$ cat config.mk
export PLATFORM = sky130hd
export DESIGN_NAME = first_fit_extent_allocator
export DESIGN_NICKNAME = d
export VERILOG_FILES = /design/src/ffea_pkg.sv /design/src/first_fit_extent_allocator.sv /design/src/ffea_table.sv /design/src/ffea_alu.sv /design/src/ffea_ctrl.sv
export SDC_FILE = /design/constraint.sdc
export NUM_CORES = 2
export LEC_CHECK = 0
export ABC_AREA = 1
export BUFFER_PORTS_ARGS = -buffer_cell sky130_fd_sc_hd__buf_2
export CAP_MARGIN = 20
export CORE_ASPECT_RATIO = 1.2
export CORE_UTILIZATION = 45
export CTS_CLUSTER_SIZE = 8
export DETAILED_ROUTE_END_ITERATION = 7
export REMOVE_ABC_BUFFERS = 1
export SLEW_MARGIN = 20
export SYNTH_ARGS = -nofsm -noshare
export SYNTH_HDL_FRONTEND = slang
export SYNTH_SLANG_ARGS = --single-unit
$ cat constraint.sdc
create_clock -name clock -period 10.1 [get_ports clock]
set_input_delay 2.02 -clock clock [delete_from_list [all_inputs] [get_ports clock]]
set_output_delay 2.02 -clock clock [all_outputs]
set_load 0.01 [all_outputs]
$ cat src/ffea_pkg.sv
// ----------------------------------------------------------------------------
// ffea_pkg
// Shared types and constants of the first-fit extent allocator: the table
// entry layout, operation and status codes, sequencer states and the
// request/response structs of the shared adder.
// ----------------------------------------------------------------------------
package ffea_pkg;

   localparam int DEFAULT_TABLE_DEPTH = 16;
   localparam int DATA_W              = 32;
   localparam int HANDLE_W            = 16;

   localparam logic [DATA_W-1:0] CAPACITY_RESET = 32'hFFFF_FFFF;

   // operation codes carried on the input tuser bit
   localparam logic FUNC_ADD   = 1'b0;
   localparam logic FUNC_ALLOC = 1'b1;

   // result status codes
   typedef enum logic [1:0] {
      ST_OK    = 2'd0,
      ST_NOFIT = 2'd1,
      ST_FULL  = 2'd2
   } status_type;

   // sequencer states
   typedef enum logic [2:0] {
      S_IDLE,
      S_SCAN,
      S_SPLIT_CHK,
      S_CARVE,
      S_SHIFT,
      S_FINISH
   } state_type;

   // one free extent
   typedef struct packed {
      logic [HANDLE_W-1:0] handle;
      logic [DATA_W-1:0]   offset;
      logic [DATA_W-1:0]   size;
   } entry_type;

   // shared adder operation
   typedef struct packed {
      logic [DATA_W-1:0] a;
      logic [DATA_W-1:0] b;
      logic              sub;
   } alu_op_type;

   typedef struct packed {
      logic [DATA_W-1:0] res;
      logic              carry;
   } alu_res_type;

   // one result item
   typedef struct packed {
      status_type          status;
      logic [HANDLE_W-1:0] grant_handle;
      logic [DATA_W-1:0]   grant_offset;
      logic [DATA_W-1:0]   granted_size;
   } rsp_type;

endpackage

$ cat src/first_fit_extent_allocator.sv
// ----------------------------------------------------------------------------
// first_fit_extent_allocator
// First-fit free-extent allocator with an ordered table of extents.
// ----------------------------------------------------------------------------
// An add transfer appends the extent in the accept cycle, and the result is
// then loaded into the output register. An allocate transfer scans from
// entry 0 to the first hit; it then carves the front off the hit extent, or
// grants the whole extent and moves later entries down to close the gap. A
// miss scans every entry before it reports. All of this goes through the
// single table read port, which delivers one entry per cycle to the shared
// 32-bit adder that runs the fit compare, the split compare and the offset
// add in turn. One item is in work at a time; the finished result waits in an
// output register while the next item is accepted.
// ----------------------------------------------------------------------------
module first_fit_extent_allocator
   import ffea_pkg::*;
#(
   parameter int TABLE_DEPTH = DEFAULT_TABLE_DEPTH
) (
   input  logic        clock,
   input  logic        reset,
   // input channel
   input  logic        req_tvalid,
   output logic        req_tready,
   input  logic [47:0] req_tdata,   // req_size[31:0], new_handle[47:32]
   input  logic        req_tuser,   // func
   // result channel
   output logic        rsp_tvalid,
   input  logic        rsp_tready,
   output logic [87:0] rsp_tdata,   // status[1:0], grant_handle[17:2],
                                    // grant_offset[49:18], granted_size[81:50]
   // configuration port
   input  logic        csr_psel,
   input  logic        csr_penable,
   input  logic        csr_pwrite,
   input  logic [2:0]  csr_paddr,
   input  logic [31:0] csr_pwdata,
   output logic [31:0] csr_prdata,
   output logic        csr_pready
);

   localparam int IDX_W = $clog2(TABLE_DEPTH);
   localparam logic REG_CAPACITY = 1'b0;

   logic [DATA_W-1:0] capacity_ff;
   logic              csr_write;

   logic             tbl_wr_en;
   logic [IDX_W-1:0] tbl_wr_addr;
   entry_type        tbl_wr_data;
   logic [IDX_W-1:0] tbl_rd_addr;
   entry_type        tbl_rd_data;
   alu_op_type       alu_op;
   alu_res_type      alu_res;
   rsp_type          rsp_data;

   // capacity register
   assign csr_write = csr_psel && csr_penable && csr_pwrite && csr_pready;

   always_ff @(posedge clock) begin
      if (reset) begin
         capacity_ff <= CAPACITY_RESET;
      end else if (csr_write && csr_paddr[2] == REG_CAPACITY) begin
         capacity_ff <= csr_pwdata;
      end
   end

   assign csr_pready = 1'b1;
   assign csr_prdata = (csr_paddr[2] == REG_CAPACITY) ? capacity_ff : '0;

   ffea_ctrl #(
      .TABLE_DEPTH(TABLE_DEPTH)
   ) u_ctrl (
      .clock          (clock),
      .reset          (reset),
      .req_tvalid     (req_tvalid),
      .req_tready     (req_tready),
      .req_func       (req_tuser),
      .req_size       (req_tdata[31:0]),
      .req_new_handle (req_tdata[47:32]),
      .rsp_tvalid     (rsp_tvalid),
      .rsp_tready     (rsp_tready),
      .rsp_data       (rsp_data),
      .extent_capacity(capacity_ff),
      .tbl_wr_en      (tbl_wr_en),
      .tbl_wr_addr    (tbl_wr_addr),
      .tbl_wr_data    (tbl_wr_data),
      .tbl_rd_addr    (tbl_rd_addr),
      .tbl_rd_data    (tbl_rd_data),
      .alu_op         (alu_op),
      .alu_res        (alu_res)
   );

   ffea_table #(
      .TABLE_DEPTH(TABLE_DEPTH)
   ) u_table (
      .clock  (clock),
      .wr_en  (tbl_wr_en),
      .wr_addr(tbl_wr_addr),
      .wr_data(tbl_wr_data),
      .rd_addr(tbl_rd_addr),
      .rd_data(tbl_rd_data)
   );

   ffea_alu u_alu (
      .op    (alu_op),
      .result(alu_res)
   );

   // pack the result fields, lowest first
   assign rsp_tdata = {6'b0, rsp_data.granted_size, rsp_data.grant_offset,
                       rsp_data.grant_handle, rsp_data.status};

endmodule

$ cat src/ffea_table.sv
// ----------------------------------------------------------------------------
// ffea_table
// Extent table storage: one write port and one read port with registered
// read data. Entries hold no reset value; only written entries are used.
// ----------------------------------------------------------------------------
module ffea_table
   import ffea_pkg::*;
#(
   parameter int TABLE_DEPTH = DEFAULT_TABLE_DEPTH
) (
   input  logic                           clock,
   input  logic                           wr_en,
   input  logic [$clog2(TABLE_DEPTH)-1:0] wr_addr,
   input  entry_type                      wr_data,
   input  logic [$clog2(TABLE_DEPTH)-1:0] rd_addr,
   output entry_type                      rd_data
);

   entry_type mem_ff [TABLE_DEPTH];
   entry_type rd_data_ff;

   // write port
   always_ff @(posedge clock) begin
      if (wr_en) begin
         mem_ff[wr_addr] <= wr_data;
      end
   end

   // registered read port
   always_ff @(posedge clock) begin
      rd_data_ff <= mem_ff[rd_addr];
   end

   assign rd_data = rd_data_ff;

endmodule

$ cat src/ffea_alu.sv
// ----------------------------------------------------------------------------
// ffea_alu
// Shared 32-bit adder/subtractor. On subtract, carry high means a >= b.
// ----------------------------------------------------------------------------
module ffea_alu
   import ffea_pkg::*;
(
   input  alu_op_type  op,
   output alu_res_type result
);

   logic [DATA_W:0] sum;

   // a + b, or a + ~b + 1 for subtract
   assign sum = {1'b0, op.a} + {1'b0, (op.sub ? ~op.b : op.b)} + {{DATA_W{1'b0}}, op.sub};

   assign result.res   = sum[DATA_W-1:0];
   assign result.carry = sum[DATA_W];

endmodule

$ cat src/ffea_ctrl.sv
// ----------------------------------------------------------------------------
// ffea_ctrl
// Sequencer of the allocator: appends extents, runs the first-fit scan
// through the table read port, carves or removes the hit entry, compacts
// the table and holds the result in an output register.
// ----------------------------------------------------------------------------
module ffea_ctrl
   import ffea_pkg::*;
#(
   parameter int TABLE_DEPTH = DEFAULT_TABLE_DEPTH
) (
   input  logic                           clock,
   input  logic                           reset,
   // input channel
   input  logic                           req_tvalid,
   output logic                           req_tready,
   input  logic                           req_func,
   input  logic [DATA_W-1:0]              req_size,
   input  logic [HANDLE_W-1:0]            req_new_handle,
   // result channel
   output logic                           rsp_tvalid,
   input  logic                           rsp_tready,
   output rsp_type                        rsp_data,
   // capacity register
   input  logic [DATA_W-1:0]              extent_capacity,
   // table ports
   output logic                           tbl_wr_en,
   output logic [$clog2(TABLE_DEPTH)-1:0] tbl_wr_addr,
   output entry_type                      tbl_wr_data,
   output logic [$clog2(TABLE_DEPTH)-1:0] tbl_rd_addr,
   input  entry_type                      tbl_rd_data,
   // shared adder
   output alu_op_type                     alu_op,
   input  alu_res_type                    alu_res
);

   localparam int IDX_W = $clog2(TABLE_DEPTH);
   localparam int CNT_W = $clog2(TABLE_DEPTH + 1);
   localparam logic [CNT_W-1:0] FULL_COUNT = CNT_W'(TABLE_DEPTH);
   localparam logic [CNT_W-1:0] ONE        = CNT_W'(1);

   state_type         state_ff, state_in;
   logic [CNT_W-1:0]  count_ff, count_in;
   logic [CNT_W-1:0]  scan_ff, scan_in;
   logic              chk_ff, chk_in;
   logic [CNT_W-1:0]  src_ff, src_in;
   logic [IDX_W-1:0]  dst_ff, dst_in;
   logic              pend_ff, pend_in;
   logic [IDX_W-1:0]  hit_idx_ff, hit_idx_in;
   entry_type         hit_ff, hit_in;
   logic [DATA_W-1:0] diff_ff, diff_in;
   logic [DATA_W-1:0] req_ff, req_in;
   rsp_type           res_ff, res_in;
   logic              rsp_tvalid_ff, rsp_tvalid_in;
   rsp_type           rsp_data_ff, rsp_data_in;

   logic accept;
   logic scan_hit;
   logic out_free;
   logic scan_more;
   logic shift_more;

   assign accept     = req_tvalid && req_tready;
   assign out_free   = !rsp_tvalid_ff || rsp_tready;
   assign scan_more  = scan_ff < count_ff;
   assign shift_more = src_ff < count_ff;
   // size > request: no borrow and a nonzero difference
   assign scan_hit   = (state_ff == S_SCAN) && chk_ff && alu_res.carry &&
                       (alu_res.res != '0);

   // next state
   always_comb begin
      state_in = state_ff;
      case (state_ff)
         S_IDLE: begin
            if (req_tvalid) begin
               state_in = (req_func == FUNC_ALLOC) ? S_SCAN : S_FINISH;
            end
         end
         S_SCAN: begin
            if (scan_hit) begin
               state_in = S_SPLIT_CHK;
            end else if (!scan_more && !chk_ff) begin
               state_in = S_FINISH;
            end
         end
         S_SPLIT_CHK: begin
            state_in = alu_res.carry ? S_CARVE : S_SHIFT;
         end
         S_CARVE: begin
            state_in = S_FINISH;
         end
         S_SHIFT: begin
            if (!pend_ff && !shift_more) begin
               state_in = S_FINISH;
            end
         end
         S_FINISH: begin
            if (out_free) begin
               state_in = S_IDLE;
            end
         end
         default: state_in = S_IDLE;
      endcase
   end

   // datapath, table and adder control
   always_comb begin
      count_in      = count_ff;
      scan_in       = scan_ff;
      chk_in        = 1'b0;
      src_in        = src_ff;
      dst_in        = dst_ff;
      pend_in       = 1'b0;
      hit_idx_in    = hit_idx_ff;
      hit_in        = hit_ff;
      diff_in       = diff_ff;
      req_in        = req_ff;
      res_in        = res_ff;
      rsp_tvalid_in = rsp_tvalid_ff && !rsp_tready;
      rsp_data_in   = rsp_data_ff;
      req_tready    = (state_ff == S_IDLE);
      tbl_wr_en     = 1'b0;
      tbl_wr_addr   = count_ff[IDX_W-1:0];
      tbl_wr_data   = '{handle: req_new_handle, offset: '0, size: extent_capacity};
      tbl_rd_addr   = scan_ff[IDX_W-1:0];
      alu_op        = '{a: tbl_rd_data.size, b: req_ff, sub: 1'b1};

      case (state_ff)
         S_IDLE: begin
            res_in  = '{status: ST_OK, grant_handle: '0, grant_offset: '0,
                        granted_size: '0};
            req_in  = req_size;
            scan_in = '0;
            if (accept && req_func == FUNC_ADD) begin
               // append at the end, or report a full table
               if (count_ff == FULL_COUNT) begin
                  res_in.status = ST_FULL;
               end else begin
                  tbl_wr_en = 1'b1;
                  count_in  = count_ff + ONE;
               end
            end
         end
         S_SCAN: begin
            // check the entry read last cycle, issue the next read
            if (scan_hit) begin
               hit_in     = tbl_rd_data;
               diff_in    = alu_res.res;
               hit_idx_in = IDX_W'(scan_ff - ONE);
            end else if (scan_more) begin
               chk_in  = 1'b1;
               scan_in = scan_ff + ONE;
            end else if (!chk_ff) begin
               res_in.status = ST_NOFIT;
            end
         end
         S_SPLIT_CHK: begin
            // leftover below request: grant the whole extent
            alu_op = '{a: diff_ff, b: req_ff, sub: 1'b1};
            res_in = '{status: ST_OK, grant_handle: hit_ff.handle,
                       grant_offset: hit_ff.offset,
                       granted_size: alu_res.carry ? req_ff : hit_ff.size};
            src_in = CNT_W'(hit_idx_ff) + ONE;
            dst_in = hit_idx_ff;
         end
         S_CARVE: begin
            // cut the request off the front of the hit extent
            alu_op      = '{a: hit_ff.offset, b: req_ff, sub: 1'b0};
            tbl_wr_en   = 1'b1;
            tbl_wr_addr = hit_idx_ff;
            tbl_wr_data = '{handle: hit_ff.handle, offset: alu_res.res, size: diff_ff};
         end
         S_SHIFT: begin
            // move each later entry down by one
            tbl_rd_addr = src_ff[IDX_W-1:0];
            tbl_wr_addr = dst_ff;
            tbl_wr_data = tbl_rd_data;
            if (pend_ff) begin
               tbl_wr_en = 1'b1;
               dst_in    = dst_ff + IDX_W'(1);
            end
            if (shift_more) begin
               pend_in = 1'b1;
               src_in  = src_ff + ONE;
            end else if (!pend_ff) begin
               count_in = count_ff - ONE;
            end
         end
         S_FINISH: begin
            if (out_free) begin
               rsp_tvalid_in = 1'b1;
               rsp_data_in   = res_ff;
            end
         end
         default: begin
         end
      endcase
   end

   // control registers
   always_ff @(posedge clock) begin
      if (reset) begin
         state_ff      <= S_IDLE;
         count_ff      <= '0;
         chk_ff        <= 1'b0;
         pend_ff       <= 1'b0;
         rsp_tvalid_ff <= 1'b0;
      end else begin
         state_ff      <= state_in;
         count_ff      <= count_in;
         chk_ff        <= chk_in;
         pend_ff       <= pend_in;
         rsp_tvalid_ff <= rsp_tvalid_in;
      end
   end

   // payload registers
   always_ff @(posedge clock) begin
      scan_ff     <= scan_in;
      src_ff      <= src_in;
      dst_ff      <= dst_in;
      hit_idx_ff  <= hit_idx_in;
      hit_ff      <= hit_in;
      diff_ff     <= diff_in;
      req_ff      <= req_in;
      res_ff      <= res_in;
      rsp_data_ff <= rsp_data_in;
   end

   assign rsp_tvalid = rsp_tvalid_ff;
   assign rsp_data   = rsp_data_ff;

`ifndef NO_ASSERTIONS
   a_count_bound: assert property (@(posedge clock) disable iff (reset)
      count_ff <= FULL_COUNT)
      else $error("entry count beyond table depth");

   a_count_step: assert property (@(posedge clock) disable iff (reset)
      count_ff != $past(count_ff) |->
         (count_ff == $past(count_ff) + ONE) || (count_ff == $past(count_ff) - ONE))
      else $error("entry count moved by more than one");

   a_shift_gap: assert property (@(posedge clock) disable iff (reset)
      (state_ff == S_SHIFT) && pend_ff |-> src_ff == CNT_W'(dst_ff) + CNT_W'(2))
      else $error("compaction source and destination out of step");

   a_write_state: assert property (@(posedge clock) disable iff (reset)
      tbl_wr_en |-> (state_ff == S_IDLE) || (state_ff == S_CARVE) ||
                    (state_ff == S_SHIFT))
      else $error("table write outside add, carve or compaction");

   a_result_origin: assert property (@(posedge clock) disable iff (reset)
      $rose(rsp_tvalid_ff) |-> $past(state_ff) == S_FINISH)
      else $error("result raised outside finish");
`endif

endmodule
# Word-level counts from Yosys, hierarchy flattened
# Memories as Yosys holds them, arrays and structs flattened. A register that Yosys moved wholly into a read port is not among the register bits.
# Index checks and enable logic that the tools add are counted.
[classes] multipliers=0 add_sub_neg=9 n_bitwise=5 mux=44 n_div=0 n_shift=0 n_eq_ne=20 n_lt_le_gt_ge=2 reduce_logical=35
[op_table] cell="80-bit case mux with 2 select lines" n=2
[op_table] cell="65-bit case mux with 2 select lines" n=1
[op_table] cell="32-bit 2-to-1 mux" n=3
[op_table] cell="5-bit 2-to-1 mux" n=7
[op_table] cell="32-bit by 32-bit adder with 33-bit output" n=1
[op_table] cell="33-bit by 1-bit adder with 33-bit output" n=1
[op_table] cell="32-bit NOT" n=1
[op_table] cell="32-bit nonzero test" n=1
[op_table] cell="5-bit case mux with 2 select lines" n=3
[op_table] cell="3-bit 2-to-1 mux" n=7
[op_table] cell="3-bit case mux with 6 select lines" n=1
[op_table] cell="2-bit inequality test, second input constant" n=8
[op_table] cell="4-bit case mux with 2 select lines" n=2
[op_table] cell="5-bit by 1-bit adder with 5-bit output, second input constant" n=3
[op_table] cell="1-bit logical AND" n=11
[op_table] cell="5-bit < comparator" n=2
[op_table] cell="2-bit 2-to-1 mux" n=5
[op_table] cell="2-bit by 1-bit inequality test with 1-bit output, second input constant" n=5
[op_table] cell="1-bit 2-to-1 mux" n=9
[op_table] cell="4-bit 2-to-1 mux" n=2
[op_table] cell="2-bit AND reduction" n=4
[op_table] cell="4-bit AND reduction" n=2
[op_table] cell="2-bit nonzero test" n=4
[op_table] cell="3-bit by 2-bit equality test with 1-bit output, second input constant" n=2
[op_table] cell="19 further kinds" n=28
[totals] out_inout_bits=123 regBits=369 in_bits=91 memories=1 latchBits=0 romBits=0 elab_cells=139 ramBits=1280
[mem_list] name="u_table.mem_ff" words=16 width=80 rd=1 rd_clocked_by_memory_dff=1 write_ports=1 line="ffea_table.sv:19" text="entry_type mem_ff [TABLE_DEPTH];"

# Depth between registers and ports, before layout
[depth] ltp_word=10 depth_mapped=30

# By module
# Synthesis repeated with hierarchy kept, for this count alone.
[hier_totals] hier_cells=7042 hier_area_um2=74008.5
[modules_own_cells] mod="ffea_table" seq_area_each_um2=40038.4 cells_per_inst=5255 n_inst=1 area_each_um2=56195.1
[modules_own_cells] mod="ffea_ctrl" seq_area_each_um2=10009.6 cells_per_inst=1079 n_inst=1 area_each_um2=13703.1
[modules_own_cells] mod="ffea_alu" seq_area_each_um2=0.0 cells_per_inst=485 n_inst=1 area_each_um2=2580.0
[modules_own_cells] mod="first_fit_extent_allocator" seq_area_each_um2=640.6 cells_per_inst=223 n_inst=1 area_each_um2=1530.2

# Worst setup path after synthesis
# Ideal clock, no wire load.
[synth_path] path_type="register to register" start="register u_ctrl.state_ff[1]" end="memory u_table.mem_ff[0][0] (netlist name) (enable)" path_slack_ns=3.315 path_stages_with_launch=10 n_path_buf=0 t_arrival_ns=6.266 setup_ns=0.519 period_less_slack_ns=6.785 path_cell_list="dfxtp_1 > nor2_1 > inv_1 > nor2_1 > inv_1 > nor2_1 > nand3_1 > nand3_1 > nand3_1 > nor2_1"
[synth_between] elab_chain_cells=7
[synth_lines] element="from (decl)" line="ffea_ctrl.sv:42" text="state_type state_ff, state_in;"
[synth_lines] element="from (signal assigned)" line="ffea_ctrl.sv:210" text="state_ff <= state_in;"
[synth_lines] element="3-bit zero test (*)" line="ffea_ctrl.sv:122" text="req_tready = (state_ff == S_IDLE);"
[synth_lines] element="named net req_tready" line="first_fit_extent_allocator.sv:24" text="output logic req_tready,"
[synth_lines] element="1-bit logical AND" line="ffea_ctrl.sv:63" text="assign accept = req_tvalid && req_tready;"
[synth_lines] element="1-bit logical AND" line="ffea_ctrl.sv:135" text="if (accept && req_func == FUNC_ADD) begin"
[synth_lines] element="1-bit 2-to-1 mux" line="ffea_ctrl.sv:135"
[synth_lines] element="1-bit case mux with 3 select lines (*)" line="ffea_ctrl.sv:129" text="case (state_ff)"
[synth_lines] element="1-bit 2-to-1 mux (*)" line="ffea_table.sv:24" text="if (wr_en) begin"
[synth_lines] element="1-bit 2-to-1 mux (implied by the code) (*)" line="ffea_table.sv:25" text="mem_ff[wr_addr] <= wr_data;"
[synth_lines] element="to (decl)" line="ffea_table.sv:19"
# Mark *: on every way through the listed nets, which the timed path passes. The rest lies on a longest branch.

==> impl_metrics.py <==
metrics = {
    "floorplanning": {
        "die_w_um": 357,
        "die_area_um2": 153000,
        "die_y_um": 428,
        "boundaryPins": 214,
        "core_area_um2": 149000,
        "start_util_pct": 45.5,
        "core.rowCount": 155,
    },
    "power": {
        "power_mw": 26.2,
        "power.leakage_nw": 26.8,
        "peakVddDrop_v": 0.000264,
        "combPwrFrac_pct": 33.9,
        "switching_share_pct": 38.2,
        "p_switching_mw": 10.0,
        "pwr-share-clk_pct": 28.2,
        "internal-power_mw": 16.2,
        "seqPwrFrac_pct": 37.9,
        "p_per_area_nw_per_um2": 334,
    },
    "sta": {
        "setup_ws_ns": 3.42,
        "maxClockFrequency_mhz": 150,
        "hold_viol_final": 0,
        "setup_violations": 0,
        "skew_ns": 0.0565,
        "rsz0062_at_grt": "false",
        "slew_headroom_pct": 14.5,
        "fin_crit_ns": 6.68,
        "period_share_pct": 66.2,
        "worstMarginPinSlew_ns": 1.28,
        "slew_violations": 0,
    },
    "drt": {
        "drt_iter0_markers": 5211,
        "vias": 45100,
        "drt_first_pass_iters": 7,
        "vias_per_cell": 5.89,
        "wl_per_cell_um": 26.4,
        "drc": 0,
        "wl_um": 202000,
        "ant_nets": 0,
    },
    "cells_and_area": {
        "syn_to_final_growth_pct": 15.2,
        "drive_above_1_share_pct": 10.9,
        "fin_nets": 5625,
        "n_antenna_cell": 0,
        "final_cell_count_no_fill": 7648,
        "fillerInstances": 12600,
    },
    "setup_path": {
        "cp-end-kind": "flop",
        "rrSetupSlack_ns": 3.42,
        "path_depth": 20,
        "cpPeakStageDelay_ns": 0.76,
        "reg2reg_to": "u_ctrl.diff_ff[26]",
        "cpLargestDelayFamily": "buffers and inverters",
        "cp_max_fo": 73,
        "crit_path_start": "u_ctrl.state_ff[0]",
        "worst_setup_path_start_kind": "flop",
        "arrival_ns": 7.15,
        "reg2reg_from": "u_ctrl.state_ff[0]",
        "endpoint": "u_ctrl.diff_ff[26]",
        "required_ns": 10.57,
        "critPathKind": "flop to flop",
        "crit_path_cell_trace": "inv_1 -> nor2_4 -> buf_4 -> buf_4 -> a21oi_1 -> ha_1 -> inv_1 -> o21ai_0 -> a21oi_1 -> o21bai_1 -> a21oi_1 -> a21o_1 -> nand2_1 -> nor2_1 -> nand3_1 -> nor2_1 -> nand3_1 -> nand2_2 -> inv_6 -> buf_4",
        "crit_buf_inv": 6,
        "cpMaxStageDelayCell": "buf_4",
        "worstRegToRegCells": 20,
    },
    "grt": {
        "grt_pass1_wl_um": 290000,
        "grt_max_degree": 186,
        "grt_use_total_pct": 26.1,
        "antenna_found_initial": 2,
        "grt_pass1_vias": 42800,
        "grt-ovfl-total": 0,
    },
    "synthesis": {
        "postSynthAreaPerCell_um2": 12.9,
        "netlist_top_cells_count": "edfxtp_1, nor2_1, o21ai_0",
        "synth_top_area_share_pct": 70.9,
        "async_flop_share_pct": 0,
        "yosysWarnings": 0,
        "ys_ff_latch": 1729,
        "synth.area.top_cells": "edfxtp_1, o21ai_0, nor2_1",
        "synth_edf_count": 1606,
        "seq_area_frac_synth_pct": 74.5,
        "synth_top_area_cell": "edfxtp_1",
        "yosys.cell_count.top_type": "edfxtp_1",
        "synthFlopType": "edfxtp_1",
        "synth_cell_type_count": 44,
        "synthCells": 5268,
        "syn_area_um2": 68000,
    },
    "cts": {
        "postCtsSetupBuffers": 0,
        "h-tree-depth": 4,
        "ctsResizeCount": 0,
        "clk_path_buf_depth": 3,
        "root_buffer": "clkbuf_16",
        "clock_sinks": 1729,
        "numCtsBuffers": 234,
        "cts_tree": "built",
        "clkTransAtPathRegs_ns": 0.06,
        "clkLatencyLatePin_ns": 0.87,
        "cts_hold_buf": 0,
    },
    "place": {
        "gp_congestion": 0.914,
        "dp_cells": 7201,
        "io_buffer_count": 204,
        "hpwl_um": 104000,
        "dp_slack_ns": 3.64,
    },
    "min_path": {
        "hp-class": "flop to flop",
    },
    "run_status": {
        "status": "finished clean",
    },
    "job": {
        "cap_violations": 0,
    },
}
## how the worst min path moves through the flow
| stage | cells after the start | slack, ns | end | startpoint |
|---|---|---|---|---|
| floorplan | 0 | 0.40 | u_ctrl.rsp_data[0] | u_ctrl.res_ff[0] |
| global placement | 0 | 0.40 | u_ctrl.rsp_data[75] | u_ctrl.res_ff[75] |
| detailed placement | 0 | 0.40 | u_ctrl.rsp_data[15] | u_ctrl.res_ff[15] |
| CTS | 0 | 0.39 | u_ctrl.hit_ff[54] | u_table.rd_data[54] |
| global route | 0 | 0.41 | u_ctrl.rsp_data[68] | u_ctrl.res_ff[68] |
| finish | 0 | 0.40 | u_ctrl.hit_ff[54] | u_table.rd_data[54] |
## cell families after synthesis
| logic type | synth area share, % |
|---|---|
| flip-flops | 74.5 |
| AO/OA/AOI/OAI | 12.4 |
| other | 0.0110 |
| adder cells (fa/ha/maj) | 0.905 |
| XOR/XNOR | 0.747 |
| buffers and inverters | 3.24 |
| AND/OR/NAND/NOR | 8.17 |
## registers in the layout, indices dropped and copies added, names as in the netlist
name,count
u_ctrl.hit_idx_ff,4
u_ctrl.dst_ff,4
u_ctrl.pend_ff,1
u_ctrl.req_ff,32
u_ctrl.src_ff,5
u_ctrl.res_ff,82
u_ctrl.scan_ff,5
u_ctrl.hit_ff,80
u_ctrl.state_ff,3
u_table.rd_data,80
u_table.mem_ff,1280
u_ctrl.count_ff,5
u_ctrl.diff_ff,32
capacity_ff,32
u_ctrl.rsp_tvalid,1
u_ctrl.chk_ff,1
u_ctrl.rsp_data,82
## final cells by class
| class | count | area (µm²) | area share [%] |
|---|---|---|---|
| Sequential cell | 1729 | 50700 | 64.7 |
| Multi-Input combinational cell | 2967 | 15400 | 19.7 |
| Clock buffer | 422 | 6600 | 8.42 |
| Tap cell | 1962 | 2450 | 3.13 |
| Timing Repair Buffer | 311 | 1940 | 2.47 |
| Inverter | 243 | 946 | 1.21 |
| Clock inverter | 14 | 339 | 0.433 |
## power groups by stage
stage / logic, mW / clock network, mW / registers, mW
2_1_floorplan: 5.46 / 0 / 9.86
3_3_place_gp: 8.61 / 0 / 10.0
3_5_place_dp: 8.74 / 0 / 10.0
4_1_cts: 8.77 / 7.45 / 9.91
5_1_grt: 9.71 / 7.73 / 9.96
6_report: 8.88 / 7.37 / 9.91
## placed cells by master (no fill, tap or decap), types with 4 or more instances in the layout
cell type / count
buf_12: 8
inv_1: 230
nand2_1: 344
buf_2: 206
nand4_1: 6
clkbuf_16: 235
a31oi_1: 5
xnor2_1: 5
o21bai_1: 5
inv_2: 6
a21oi_4: 4
nor2_1: 870
o221ai_1: 140
ha_1: 46
o22ai_1: 216
buf_4: 91
clkbuf_1: 185
a21o_1: 5
a21oi_1: 83
nor2_4: 25
o21ai_1: 44
dfxtp_1: 123
o211ai_1: 100
o21ai_0: 807
inv_16: 4
xor2_1: 53
o221ai_2: 7
conb_1: 7
edfxtp_1: 1606
a22o_1: 16
clkbuf_4: 5
clkinv_16: 7
nand3_1: 137
o21a_1: 4
nand2_2: 4
nor3_1: 14
## stage by stage
stage	hold slack (ns)	instance area, µm²	util (%)	setup TNS [ns]
3_3_place_gp	0.400	71300	47.7	0
2_1_floorplan	0.400	66700	-	-4914.62
6_report	0.397	78400	52.5	0
5_1_grt	0.411	78400	52.5	0
3_5_place_dp	0.405	71300	47.8	0
4_1_cts	0.392	78200	52.4	0
## layer usage
metal / wire, µm / global-route usage [%] / part of all wire, %
met2: 95200 / 41.4 / 47
met3: 17500 / 4.43 / 8.7
met5: 27 / 0 / 0.013
met1: 83400 / 36.5 / 41
met4: 5970 / 8.65 / 3.0
(Power assumes the default switching activity.)
